===== src/rtl/nrmp_pkg.sv =====
// ----------------------------------------------------------------------------
// nrmp_pkg
// Shared types and constants of the 9P2000.L reply message parser.
// ----------------------------------------------------------------------------
package nrmp_pkg;

    // Header length in bytes: size u32, type u8, tag u16.
    localparam logic [31:0] HDR_LEN      = 32'd7;
    localparam logic [31:0] POSITION_MAX = 32'hFFFF_FFFF;

    // Supported reply type numbers.
    localparam logic [7:0] T_RLERROR  = 8'd7;
    localparam logic [7:0] T_RLOPEN   = 8'd13;
    localparam logic [7:0] T_RLCREATE = 8'd15;
    localparam logic [7:0] T_RVERSION = 8'd101;
    localparam logic [7:0] T_RATTACH  = 8'd105;
    localparam logic [7:0] T_RWALK    = 8'd111;
    localparam logic [7:0] T_RREAD    = 8'd117;
    localparam logic [7:0] T_RWRITE   = 8'd119;
    localparam logic [7:0] T_RCLUNK   = 8'd121;

    // Result field kinds.
    localparam logic [3:0] FK_TAG      = 4'd0;
    localparam logic [3:0] FK_MSIZE    = 4'd1;
    localparam logic [3:0] FK_STRLEN   = 4'd2;
    localparam logic [3:0] FK_STRBYTE  = 4'd3;
    localparam logic [3:0] FK_QIDTYPE  = 4'd4;
    localparam logic [3:0] FK_QIDVER   = 4'd5;
    localparam logic [3:0] FK_QIDPATH  = 4'd6;
    localparam logic [3:0] FK_NWQID    = 4'd7;
    localparam logic [3:0] FK_IOUNIT   = 4'd8;
    localparam logic [3:0] FK_ECODE    = 4'd9;
    localparam logic [3:0] FK_COUNT    = 4'd10;
    localparam logic [3:0] FK_DATABYTE = 4'd11;
    localparam logic [3:0] FK_END      = 4'd12;

    // End-of-message status codes.
    localparam logic [2:0] ST_OK          = 3'd0;
    localparam logic [2:0] ST_SHORT_HDR   = 3'd1;
    localparam logic [2:0] ST_SIZE        = 3'd2;
    localparam logic [2:0] ST_WRONG_TYPE  = 3'd3;
    localparam logic [2:0] ST_BODY_LEN    = 3'd4;
    localparam logic [2:0] ST_OVER_CAP    = 3'd5;
    localparam logic [2:0] ST_UNSUPPORTED = 3'd6;

    // Configuration register indexes.
    localparam logic [0:0] CFG_WALK_QID_CAP  = 1'b0;
    localparam logic [0:0] CFG_READ_DATA_CAP = 1'b1;

    // Result queue geometry.
    localparam int unsigned RES_DEPTH = 4;
    localparam int unsigned RES_PTR_W = 2;
    localparam int unsigned RES_CNT_W = 3;

    typedef struct packed {
        logic [7:0] byte_value;
        logic       frame_end;
        logic [7:0] awaited_type;
    } in_item_t;

    typedef struct packed {
        logic [3:0]  field_kind;
        logic [63:0] field_value;
        logic [2:0]  end_status;
        logic        last_result;
    } out_item_t;

    // Results produced by one accepted byte, in order.
    typedef struct packed {
        logic [1:0] count;
        out_item_t  first;
        out_item_t  second;
    } res_push_t;

endpackage


===== src/rtl/nrmp_parser.sv =====
// ----------------------------------------------------------------------------
// nrmp_parser
// Frame state registers and the per-byte header and body decode step.
// ----------------------------------------------------------------------------
module nrmp_parser
    import nrmp_pkg::*;
#(
    parameter int unsigned MAX_WALK_ELEMENTS = 16
)
(
    input  logic        clk,
    input  logic        rst_n,
    input  logic        step,
    input  in_item_t    item,
    input  logic [4:0]  walk_qid_cap,
    input  logic [31:0] read_data_cap,
    output res_push_t   push
);

    typedef enum logic [3:0] {
        PH_HDR      = 4'd0,
        PH_MSIZE    = 4'd1,
        PH_STRLEN   = 4'd2,
        PH_STRBYTES = 4'd3,
        PH_QTYPE    = 4'd4,
        PH_QVER     = 4'd5,
        PH_QPATH    = 4'd6,
        PH_NWQID    = 4'd7,
        PH_IOUNIT   = 4'd8,
        PH_ECODE    = 4'd9,
        PH_COUNT    = 4'd10,
        PH_DATA     = 4'd11,
        PH_WCOUNT   = 4'd12,
        PH_DONE     = 4'd13,
        PH_SKIP     = 4'd14
    } phase_t;

    function automatic phase_t body_start(input logic [7:0] t);
        phase_t p;
        p = PH_SKIP;
        priority if (t == T_RVERSION) p = PH_MSIZE;
        else if (t == T_RATTACH)      p = PH_QTYPE;
        else if (t == T_RWALK)        p = PH_NWQID;
        else if (t == T_RCLUNK)       p = PH_DONE;
        else if (t == T_RLERROR)      p = PH_ECODE;
        else if (t == T_RLOPEN)       p = PH_QTYPE;
        else if (t == T_RLCREATE)     p = PH_QTYPE;
        else if (t == T_RREAD)        p = PH_COUNT;
        else if (t == T_RWRITE)       p = PH_WCOUNT;
        else                          p = PH_SKIP;
        return p;
    endfunction

    localparam logic [15:0] WALK_MAX = 16'(MAX_WALK_ELEMENTS);

    logic [31:0] pos_reg,    pos_next;
    logic [31:0] size_reg,   size_next;
    logic [7:0]  type_reg,   type_next;
    logic [7:0]  wanted_reg, wanted_next;
    logic [63:0] acc_reg,    acc_next;
    phase_t      phase_reg,  phase_next;
    logic [31:0] rem_reg,    rem_next;
    logic [2:0]  err_reg,    err_next;
    logic [2:0]  fb_reg,     fb_next;

    logic [63:0] gather_acc;
    logic [2:0]  gather_last;
    logic        gather_done;
    logic        gathering;
    logic [31:0] rem_dec;
    logic        field_valid;
    out_item_t   field_res;
    out_item_t   end_res;
    logic [2:0]  status;

    always_comb
    begin
        gather_acc = acc_reg | (64'(item.byte_value) << {fb_reg, 3'b000});
        rem_dec    = (rem_reg != 32'd0) ? rem_reg - 32'd1 : 32'd0;
        unique case (phase_reg)
            PH_STRLEN, PH_NWQID:
            begin
                gathering   = 1'b1;
                gather_last = 3'd1;
            end
            PH_QPATH:
            begin
                gathering   = 1'b1;
                gather_last = 3'd7;
            end
            PH_MSIZE, PH_QVER, PH_IOUNIT, PH_ECODE, PH_COUNT, PH_WCOUNT:
            begin
                gathering   = 1'b1;
                gather_last = 3'd3;
            end
            default:
            begin
                gathering   = 1'b0;
                gather_last = 3'd0;
            end
        endcase
        gather_done = (fb_reg == gather_last);
    end

    always_comb
    begin
        pos_next    = (pos_reg == POSITION_MAX) ? pos_reg : pos_reg + 32'd1;
        size_next   = size_reg;
        type_next   = type_reg;
        wanted_next = (pos_reg == 32'd0) ? item.awaited_type : wanted_reg;
        acc_next    = acc_reg;
        phase_next  = phase_reg;
        rem_next    = rem_reg;
        err_next    = err_reg;
        fb_next     = fb_reg;
        field_valid = 1'b0;
        field_res   = '0;

        if (pos_reg < HDR_LEN)
        begin
            priority if (pos_reg < 32'd4)
            begin
                size_next = size_reg | (32'(item.byte_value) << {pos_reg[1:0], 3'b000});
            end
            else if (pos_reg == 32'd4)
            begin
                type_next = item.byte_value;
            end
            else if (pos_reg == 32'd5)
            begin
                acc_next = 64'(item.byte_value);
            end
            else
            begin
                field_valid           = 1'b1;
                field_res.field_kind  = FK_TAG;
                field_res.field_value = acc_reg | (64'(item.byte_value) << 8);
                acc_next              = '0;
                fb_next               = '0;
                phase_next = (type_reg != wanted_next) ? PH_SKIP : body_start(type_reg);
            end
        end
        else
        begin
            if (gathering)
            begin
                acc_next = gather_done ? 64'd0 : gather_acc;
                fb_next  = gather_done ? 3'd0 : fb_reg + 3'd1;
            end
            unique case (phase_reg)
                PH_MSIZE:
                begin
                    if (gather_done)
                    begin
                        field_valid           = 1'b1;
                        field_res.field_kind  = FK_MSIZE;
                        field_res.field_value = gather_acc;
                        phase_next            = PH_STRLEN;
                    end
                end
                PH_STRLEN:
                begin
                    if (gather_done)
                    begin
                        field_valid           = 1'b1;
                        field_res.field_kind  = FK_STRLEN;
                        field_res.field_value = gather_acc;
                        rem_next              = gather_acc[31:0];
                        phase_next = (gather_acc[31:0] != 32'd0) ? PH_STRBYTES : PH_DONE;
                    end
                end
                PH_STRBYTES, PH_DATA:
                begin
                    field_valid           = 1'b1;
                    field_res.field_kind  = (phase_reg == PH_DATA) ? FK_DATABYTE : FK_STRBYTE;
                    field_res.field_value = 64'(item.byte_value);
                    rem_next              = rem_dec;
                    if (rem_dec == 32'd0)
                    begin
                        phase_next = PH_DONE;
                    end
                end
                PH_QTYPE:
                begin
                    field_valid           = 1'b1;
                    field_res.field_kind  = FK_QIDTYPE;
                    field_res.field_value = 64'(item.byte_value);
                    acc_next              = '0;
                    fb_next               = '0;
                    phase_next            = PH_QVER;
                end
                PH_QVER:
                begin
                    if (gather_done)
                    begin
                        field_valid           = 1'b1;
                        field_res.field_kind  = FK_QIDVER;
                        field_res.field_value = gather_acc;
                        phase_next            = PH_QPATH;
                    end
                end
                PH_QPATH:
                begin
                    if (gather_done)
                    begin
                        field_valid           = 1'b1;
                        field_res.field_kind  = FK_QIDPATH;
                        field_res.field_value = gather_acc;
                        priority if (type_reg == T_RWALK)
                        begin
                            rem_next   = rem_dec;
                            phase_next = (rem_dec != 32'd0) ? PH_QTYPE : PH_DONE;
                        end
                        else if (type_reg == T_RATTACH)
                        begin
                            phase_next = PH_DONE;
                        end
                        else
                        begin
                            phase_next = PH_IOUNIT;
                        end
                    end
                end
                PH_NWQID:
                begin
                    if (gather_done)
                    begin
                        field_valid           = 1'b1;
                        field_res.field_kind  = FK_NWQID;
                        field_res.field_value = gather_acc;
                        if (gather_acc[15:0] > {11'd0, walk_qid_cap} ||
                            gather_acc[15:0] > WALK_MAX)
                        begin
                            if (err_reg == ST_OK)
                            begin
                                err_next = ST_OVER_CAP;
                            end
                            phase_next = PH_SKIP;
                        end
                        else
                        begin
                            rem_next   = 32'(gather_acc[15:0]);
                            phase_next = (gather_acc[15:0] != 16'd0) ? PH_QTYPE : PH_DONE;
                        end
                    end
                end
                PH_IOUNIT, PH_ECODE, PH_WCOUNT:
                begin
                    if (gather_done)
                    begin
                        field_valid           = 1'b1;
                        field_res.field_kind  = (phase_reg == PH_IOUNIT) ? FK_IOUNIT :
                                                (phase_reg == PH_ECODE) ? FK_ECODE : FK_COUNT;
                        field_res.field_value = gather_acc;
                        phase_next            = PH_DONE;
                    end
                end
                PH_COUNT:
                begin
                    if (gather_done)
                    begin
                        field_valid           = 1'b1;
                        field_res.field_kind  = FK_COUNT;
                        field_res.field_value = gather_acc;
                        if (gather_acc[31:0] > read_data_cap)
                        begin
                            if (err_reg == ST_OK)
                            begin
                                err_next = ST_OVER_CAP;
                            end
                            phase_next = PH_SKIP;
                        end
                        else
                        begin
                            rem_next   = gather_acc[31:0];
                            phase_next = (gather_acc[31:0] != 32'd0) ? PH_DATA : PH_DONE;
                        end
                    end
                end
                PH_DONE:
                begin
                    if (err_reg == ST_OK)
                    begin
                        err_next = ST_BODY_LEN;
                    end
                    phase_next = PH_SKIP;
                end
                default:
                begin
                end
            endcase
        end

        // Status of the whole message, from the state after this byte.
        priority if (pos_next < HDR_LEN)
            status = ST_SHORT_HDR;
        else if (pos_next == POSITION_MAX || size_next != pos_next)
            status = ST_SIZE;
        else if (type_next != wanted_next)
            status = ST_WRONG_TYPE;
        else if (body_start(type_next) == PH_SKIP)
            status = ST_UNSUPPORTED;
        else if (err_next != ST_OK)
            status = err_next;
        else if (phase_next != PH_DONE)
            status = ST_BODY_LEN;
        else
            status = ST_OK;

        end_res             = '0;
        end_res.field_kind  = FK_END;
        end_res.end_status  = status;
        end_res.last_result = 1'b1;

        push = '0;
        if (step)
        begin
            if (field_valid)
            begin
                push.first  = field_res;
                push.second = end_res;
                push.count  = item.frame_end ? 2'd2 : 2'd1;
            end
            else if (item.frame_end)
            begin
                push.first = end_res;
                push.count = 2'd1;
            end
        end

        // The end of a frame returns all frame state to its reset value.
        if (item.frame_end)
        begin
            pos_next    = '0;
            size_next   = '0;
            type_next   = '0;
            wanted_next = '0;
            acc_next    = '0;
            phase_next  = PH_HDR;
            rem_next    = '0;
            err_next    = ST_OK;
            fb_next     = '0;
        end
    end

    always_ff @(posedge clk or negedge rst_n)
    begin
        if (!rst_n)
        begin
            pos_reg    <= '0;
            size_reg   <= '0;
            type_reg   <= '0;
            wanted_reg <= '0;
            acc_reg    <= '0;
            phase_reg  <= PH_HDR;
            rem_reg    <= '0;
            err_reg    <= ST_OK;
            fb_reg     <= '0;
        end
        else if (step)
        begin
            pos_reg    <= pos_next;
            size_reg   <= size_next;
            type_reg   <= type_next;
            wanted_reg <= wanted_next;
            acc_reg    <= acc_next;
            phase_reg  <= phase_next;
            rem_reg    <= rem_next;
            err_reg    <= err_next;
            fb_reg     <= fb_next;
        end
    end

    a_end_clears: assert property (@(posedge clk) disable iff (!rst_n)
        step && item.frame_end |=> pos_reg == 32'd0 && phase_reg == PH_HDR)
        else $error("frame state not cleared after the last byte");

    a_pair_ends: assert property (@(posedge clk) disable iff (!rst_n)
        push.count == 2'd2 |-> push.second.last_result && !push.first.last_result)
        else $error("two results without the end result second");

    a_push_on_step: assert property (@(posedge clk) disable iff (!rst_n)
        push.count != 2'd0 |-> step)
        else $error("results produced without an accepted item");

    a_err_skips: assert property (@(posedge clk) disable iff (!rst_n)
        err_reg != ST_OK |-> phase_reg == PH_SKIP)
        else $error("body error recorded while still decoding");

endmodule


===== src/rtl/nrmp_result_fifo.sv =====
// ----------------------------------------------------------------------------
// nrmp_result_fifo
// Small result queue that takes up to two results a cycle and gives one while the reader is ready.
// ----------------------------------------------------------------------------
module nrmp_result_fifo
    import nrmp_pkg::*;
(
    input  logic      clk,
    input  logic      rst_n,
    input  res_push_t push,
    output logic      space,
    output logic      out_valid,
    input  logic      out_ready,
    output out_item_t out_item
);

    out_item_t            mem_reg [RES_DEPTH];
    logic [RES_PTR_W-1:0] wr_ptr_reg;
    logic [RES_PTR_W-1:0] rd_ptr_reg;
    logic [RES_CNT_W-1:0] count_reg;
    logic [RES_CNT_W-1:0] count_next;
    logic                 pop;

    // Room for the two results that one item may cause.
    assign space     = (count_reg <= RES_CNT_W'(RES_DEPTH - 2));
    assign out_valid = (count_reg != '0);
    assign out_item  = mem_reg[rd_ptr_reg];
    assign pop       = out_valid && out_ready;
    assign count_next = count_reg + RES_CNT_W'(push.count) - RES_CNT_W'(pop);

    always_ff @(posedge clk)
    begin
        if (push.count != 2'd0)
        begin
            mem_reg[wr_ptr_reg] <= push.first;
        end
        if (push.count == 2'd2)
        begin
            mem_reg[wr_ptr_reg + RES_PTR_W'(1)] <= push.second;
        end
    end

    always_ff @(posedge clk or negedge rst_n)
    begin
        if (!rst_n)
        begin
            wr_ptr_reg <= '0;
            rd_ptr_reg <= '0;
            count_reg  <= '0;
        end
        else
        begin
            wr_ptr_reg <= wr_ptr_reg + RES_PTR_W'(push.count);
            rd_ptr_reg <= rd_ptr_reg + RES_PTR_W'(pop);
            count_reg  <= count_next;
        end
    end

    a_no_overflow: assert property (@(posedge clk) disable iff (!rst_n)
        count_reg <= RES_CNT_W'(RES_DEPTH))
        else $error("result queue overflow");

    a_push_has_room: assert property (@(posedge clk) disable iff (!rst_n)
        push.count != 2'd0 |-> space)
        else $error("results pushed without room");

    a_pop_only: assert property (@(posedge clk) disable iff (!rst_n)
        pop && push.count == 2'd0 |=> count_reg == $past(count_reg) - RES_CNT_W'(1))
        else $error("queue count wrong after a pop");

endmodule


===== src/rtl/ninep_r_message_parser.sv =====
// ----------------------------------------------------------------------------
// ninep_r_message_parser
// Byte-stream decoder for 9P2000.L reply messages with header checks.
// ----------------------------------------------------------------------------
//
//  Channel   Direction  Handshake                  Payload
//  in        input      in_valid / in_ready        in_item  (in_item_t)
//  out       output     out_valid / out_ready      out_item (out_item_t)
//  cfg       input      cfg_write, cfg_index       cfg_data (32 bits)
//
// One byte item is taken per clock cycle while the queue has room for two
// results. Its decode is done in the same cycle and its results (a field,
// the end status, or both) land in a four-entry result queue, so they are
// registered before they reach the output. The queue's single read port
// sets the rate: one result leaves per cycle while out_ready is high, so
// the two results of a byte leave one after the other. Reset clears the
// frame state and restores walk_qid_cap to 16 and read_data_cap to all
// ones. A stalled output holds the queue and, once it lacks room, the input.
//
module ninep_r_message_parser
    import nrmp_pkg::*;
#(
    parameter int unsigned MAX_WALK_ELEMENTS = 16
)
(
    input  logic        clk,
    input  logic        rst_n,
    input  logic        in_valid,
    output logic        in_ready,
    input  in_item_t    in_item,
    output logic        out_valid,
    input  logic        out_ready,
    output out_item_t   out_item,
    input  logic        cfg_write,
    input  logic [0:0]  cfg_index,
    input  logic [31:0] cfg_data
);

    logic [4:0]  walk_qid_cap_reg;
    logic [31:0] read_data_cap_reg;
    logic        step;
    logic        space;
    res_push_t   push;

    // Configuration registers; the user must write them only while the block is idle, the block does not enforce it.
    always_ff @(posedge clk or negedge rst_n)
    begin
        if (!rst_n)
        begin
            walk_qid_cap_reg  <= 5'd16;
            read_data_cap_reg <= 32'hFFFF_FFFF;
        end
        else if (cfg_write)
        begin
            unique case (cfg_index)
                CFG_WALK_QID_CAP:  walk_qid_cap_reg  <= cfg_data[4:0];
                CFG_READ_DATA_CAP: read_data_cap_reg <= cfg_data;
                default:
                begin
                end
            endcase
        end
    end

    // An item is accepted whenever the queue can hold everything it causes.
    assign in_ready = space;
    assign step     = in_valid && in_ready;

    // The parser holds the frame state and decodes one byte per accepted item.
    nrmp_parser #(
        .MAX_WALK_ELEMENTS (MAX_WALK_ELEMENTS)
    ) u_parser (
        .clk           (clk),
        .rst_n         (rst_n),
        .step          (step),
        .item          (in_item),
        .walk_qid_cap  (walk_qid_cap_reg),
        .read_data_cap (read_data_cap_reg),
        .push          (push)
    );

    // The result queue separates the decode from output stalls.
    nrmp_result_fifo u_results (
        .clk       (clk),
        .rst_n     (rst_n),
        .push      (push),
        .space     (space),
        .out_valid (out_valid),
        .out_ready (out_ready),
        .out_item  (out_item)
    );

endmodule

===== config.mk =====
export PLATFORM = sky130hd
export DESIGN_NAME = ninep_r_message_parser
export DESIGN_NICKNAME = d
export VERILOG_FILES = /design/src/rtl/nrmp_pkg.sv /design/src/rtl/nrmp_parser.sv /design/src/rtl/nrmp_result_fifo.sv /design/src/rtl/ninep_r_message_parser.sv
export SDC_FILE = /design/constraint.sdc
export NUM_CORES = 1
export LEC_CHECK = 0
export BUFFER_PORTS_ARGS = -buffer_cell sky130_fd_sc_hd__buf_4
export CAP_MARGIN = 20
export CORE_MARGIN = 2
export CORE_UTILIZATION = 50
export DETAILED_ROUTE_END_ITERATION = 16
export PLACE_DENSITY_LB_ADDON = 0.12
export REMOVE_ABC_BUFFERS = 1
export SYNTH_ARGS = -nofsm -noshare
export SYNTH_HDL_FRONTEND = slang
export SYNTH_SLANG_ARGS = --single-unit

===== constraint.sdc =====
create_clock -name clk -period 6.6 [get_ports clk]
set_clock_uncertainty 0.15 [all_clocks]
set_input_delay 0.33 -clock clk [delete_from_list [all_inputs] [get_ports clk]]
set_output_delay 0.33 -clock clk [all_outputs]
set_load 0.1 [all_outputs]

**Yosys cells after proc, flatten, opt, wreduce, memory -nomap -nowiden**

Memories as Yosys holds them, arrays and structs flattened.
Cells that the tools add are included.

- Flip-flop bits (word level): 230
- Latch bits: 0
- RAM bits: 288
- ROM bits: 64
- Input port bits: 55
- Output and inout port bits: 74
- Word-level logic and storage cells: 242
- Memories: 2

- $add $sub $neg: 8
- Multiply operators: 0
- Divide/modulo/power cells: 0
- Magnitude comparators: 7
- Equal/unequal tests: 53
- Shift-type cells: 2
- Mux-type cells: 127
- Bitwise gates (word level): 4
- Reduce and logical (&&, ||, !) cells: 25

Memory list:

| memory | words | bits a word | rd ports | clocked after Yosys merged registers in | write ports | line | RTL |
|---|---|---|---|---|---|---|---|
| u_results.mem_reg | 4 | 72 | 1 | 0 | 2 | nrmp_result_fifo.sv:17 | `out_item_t mem_reg [RES_DEPTH];` |
| (no name shown) | 16 | 4 | 1 | 0 | 0 | nrmp_parser.sv:80 | `unique case (phase_reg)` |

Operator list:

| operator | number |
|---|---|
| 68-bit one-hot mux with 9 select lines | 1 |
| 64-bit two-way mux | 8 |
| 32-bit two-way mux | 15 |
| 68-bit two-way mux | 5 |
| 67-bit two-way mux | 3 |
| 4-bit two-way mux | 41 |
| 32-bit one-hot mux with 5 select lines | 1 |
| 146-bit two-way mux | 1 |
| 8-bit by 7-bit == test with 1-bit output (second input constant) | 12 |
| 32-bit by 3-bit less-than comparator with 1-bit output (second input constant) | 3 |
| 32-bit nonzero test | 3 |
| 74-bit two-way mux | 1 |
| 73-bit two-way mux | 1 |
| 3-bit two-way mux | 24 |
| 72-bit two-way mux | 1 |
| 66-bit two-way mux | 1 |
| 65-bit two-way mux | 1 |
| 32-bit by 3-bit == test with 1-bit output (second input constant) | 2 |
| 32-bit == test (second input constant) | 2 |
| 32-bit logical NOT | 2 |
| 64-bit by 16-bit bitwise OR with 64-bit output | 1 |
| 64-bit bitwise OR | 1 |
| 8-bit by 6-bit << shifter with 64-bit output | 1 |
| 8-bit two-way mux | 7 |
| 49 further kinds | 88 |

**Depth between registers and ports, before layout**

- Word-level depth: 28
- Gate-level depth with buffers: 19
- Mapped depth without buffers: 16

**Modules after synthesis**

Synthesis repeated with hierarchy kept, for this count alone.

- Cells, all modules: 2,832
- Area, all modules: 31,934.4 um^2

By module, submodules not included:

| module | instances | cells an instance | area each (um^2) | sequential area each (um^2) |
|---|---|---|---|---|
| nrmp_parser | 1 | 2,014 | 15,651.3 | 4,654.5 |
| nrmp_result_fifo | 1 | 738 | 14,860.5 | 8,823.5 |
| ninep_r_message_parser | 1 | 80 | 1,422.6 | 967.2 |

**Worst setup path after synthesis**

OpenSTA, ideal clock, no wires.

- Kind: flip-flop to flip-flop
- Start point: reg u_parser.phase_reg[0]
- End point: mem u_results.mem_reg[1][0] (netlist name) (enable)
- Setup time: 0.315 ns
- Arrival time: 3.813 ns
- Required time: 6.135 ns
- Slack: 2.323 ns
- Cell stages (with the launch flop): 18
- Path buffers: 4
- Clock period less this slack: 4.277 ns
- Cells stage by stage: dfrtp_1 -> inv_1 -> ha_1 -> mux4_2 -> xor2_1 -> nor3_1 -> nand2_1 -> a31oi_1 -> ha_1 -> nand2b_1 -> clkbuf_1 -> nand2_1 -> nand2_1 -> or2_2 -> clkbuf_1 -> clkbuf_1 -> clkbuf_1 -> inv_1

RTL lines:

| what | line | RTL |
|---|---|---|
| start, declared | nrmp_parser.sv:61 | `phase_t phase_reg, phase_next;` |
| start signal, assigned | nrmp_parser.sv:367 | `phase_reg <= phase_next;` |
| end, declared | nrmp_result_fifo.sv:17 |  |

==> impl_metrics.tcl <==
set metrics [dict create \
    grt_pass1_wl_mm 139 \
    seqCellArea_sq_um 11800 \
    synth_area_per_cell_sq_um 9.23 \
    holdBufCountCts 57 \
    synth_top_area_cell "dfxtp_1" \
    critPathMostFrequentCell "xor2_1" \
    multiInputGateArea_sq_um 14200 \
    worstMarginPinSlew_ps 1130 \
    antenna_found_initial 1 \
    routed_wl_mm 90.7 \
    p_sw_mw 4.54 \
    end_kind "flip-flop" \
    initial_utilization_pct 50.5 \
    max_clock_freq_mhz 179 \
    p_int_mw 6.94 \
    cts_tree "yes" \
    rsz0062_at_grt "no" \
    post-route-period-util_pct 84.4 \
    pwr-share-clk_pct 29.0 \
    yosys_most_used_dff "dfxtp_1" \
    p_leak_nw 12.7 \
    wire_per_inst_microns 24.1 \
    pin_count 129 \
    cap_violations 0 \
    antennaDiodeCount 0 \
    nNetsFinal 3129 \
    swShare_pct 39.5 \
    rrSetupSlack_ps 1030 \
    setup_viol 0 \
    cts.path.max_buffers 3 \
    critPathBufInv 0 \
    fin_crit_ps 5570 \
    hp-class "in2reg" \
    cts_setup_buffers 0 \
    synth-edff-count 24 \
    cpPeakStageDelay_ps 770 \
    dr_total_vias 24200 \
    synthCells 2947 \
    gp_congestion 0.959 \
    slowest_stage "nor4_4" \
    io_buffers 128 \
    crit_arrival_ps 5760 \
    drive_gt1_share_pct 15.4 \
    p_comb_share_pct 35.7 \
    path_class "reg2reg" \
    largest_reg_flops 288 \
    clk_latency_ps 620 \
    die-area_sq_um 56300 \
    yosysTopAreaCellShare_pct 19.4 \
    crit_chain "ha_1 -> nand2_1 -> nor4_4 -> nand3_1 -> nand4_1 -> xor2_1 -> xor2_1 -> or3_1 -> or4_1 -> o41ai_2 -> nor2_1" \
    yosysSeqAreaShare_pct 43.4 \
    hpwl_mm 61.4 \
    grtUsageTotal_pct 31.7 \
    fin_tns_setup_ps 0 \
    pwr-share-seq_pct 35.3 \
    required_ps 6790 \
    fp.coreArea_sq_um 53800 \
    final_antenna_net_count 0 \
    start_kind "flip-flop" \
    rows 85 \
    p_per_area_nw_per_um2 368 \
    synthTopCellsByArea "dfxtp_1, dfrtp_1, mux4_2" \
    instances_no_fill 3762 \
    area_delta_synth_final_pct 14.7 \
    crit_family "simple AND/OR/NAND/NOR gates" \
    path_max_fanout 15 \
    root_buffer "clkbuf_16" \
    die_height_microns 237 \
    die_w_microns 237 \
    clock_sinks 518 \
    synthTopCellsByCount "nand2_1, o21ai_0, dfxtp_1" \
    status "complete, no violations" \
    synthArstFlopShare_pct 44.4 \
    final.fill_count 4654 \
    grt_max_degree 97 \
    clk_transition_reported_paths_ps 60 \
    ys_warn_count 0 \
    dp.cells 3602 \
    hold_violations 0 \
    hold_slack_ps 35.2 \
    cts_resized 0 \
    viasPerCell 6.43 \
    maxSlewHeadroom_pct 24.8 \
    firstDrtPassIters 6 \
    drt_iter0_drc 2602 \
    numCtsBuffers 55 \
    grt_pass1_vias 22900 \
    gr-total-overflow 0 \
    power_mw 11.5 \
    synth-seq-cells 518 \
    slew_violations 0 \
    htree_num_levels 2 \
    synth.distinct_cells 91 \
    peakVddDrop_uv 273 \
    utilization_pct 57.9 \
    drc 0 \
    yosysMostFrequentCell "nand2_1" \
    syn-cell-area_sq_um 27200 \
]
-- cells in the final DEF, fill, tap and decap left out, drive strengths merged, types with 52 or more instances in the layout --
cell         netlist  routed
dlygate4sd3        0      57
nor2             224     224
a21oi            230     230
nand2            347     347
buf               40     182
o31ai             53      53
o21ai            268     268
clkbuf           183      83
ha                53      53
nor3              52      52
dfrtp            197     197
mux4              73      73
dfxtp            264     264
inv              102     102
a22o             146     146
xor2              58      58
-- metrics by stage --
stage	setup WS (ps)	instance area, sq um
floorplan	-680	26300
global placement	1340	28600
detailed placement	1190	28600
CTS	1180	31200
global route	683	31200
finish	1030	31200
-- power by group through the flow --
stage / Sequential [mW] / Combinational, mW / Clock [mW]
floorplan: 3.99 / 2.70 / 0
global placement: 4.09 / 3.94 / 0
detailed placement: 4.09 / 3.97 / 0
CTS: 4.04 / 4.05 / 3.38
global route: 4.10 / 4.44 / 3.52
finish: 4.05 / 4.10 / 3.33
-- layer usage --
| layer | wire length (microns) | part of all wire, % | global-route usage [%] | vias to the layer above |
|---|---|---|---|---|
| met5 | 0 | 0 | 0 | - |
| met4 | 2640 | 2.9 | 9.41 | 0 |
| met3 | 7300 | 8.0 | 5.40 | 175 |
| met2 | 41200 | 45 | 49.6 | 1091 |
| met1 | 39600 | 44 | 45.4 | 12000 |
| li1 | - | - | - | 10900 |
-- cell families after synthesis --
| kind of cell | after synthesis | share of synthesized area [%] |
|---|---|---|
| flops | 518 | 43.4 |
| buf+inv | 325 | 4.63 |
| mux | 134 | 8.45 |
| xor+xnor | 99 | 3.30 |
| fa+ha+maj | 54 | 2.51 |
| compound gates | 898 | 21.2 |
| simple gates | 919 | 16.5 |
-- worst paths after layout --
| kind | depth (start not counted) | start | end |
|---|---|---|---|
| setup reg to reg | 11 | u_parser.pos_reg[0] | u_results.mem_reg[2][2] |
| hold / removal | 2 | in_item[8] | u_parser.wanted_reg[4] |
| min in group asynchronous | 2 | rst_n | u_parser.rem_reg[19] |
| setup / recovery | 11 | u_parser.pos_reg[0] | u_results.mem_reg[2][2] |
| max in group asynchronous | 3 | rst_n | u_parser.rem_reg[3] |
| hold reg to reg | 2 | u_results.mem_reg[1][23] | u_results.mem_reg[1][23] |
-- area by class of cell --
type / instances / area share [%]
multi-input cells: 2104 / 45.5
flip-flops and latches: 518 / 37.9
repair buffers: 239 / 6.25
clock buffers: 83 / 5.27
well taps: 696 / 2.79
inverters: 102 / 1.23
clock inverters: 20 / 1.06
Note: power is estimated with default switching activity, not from simulation.
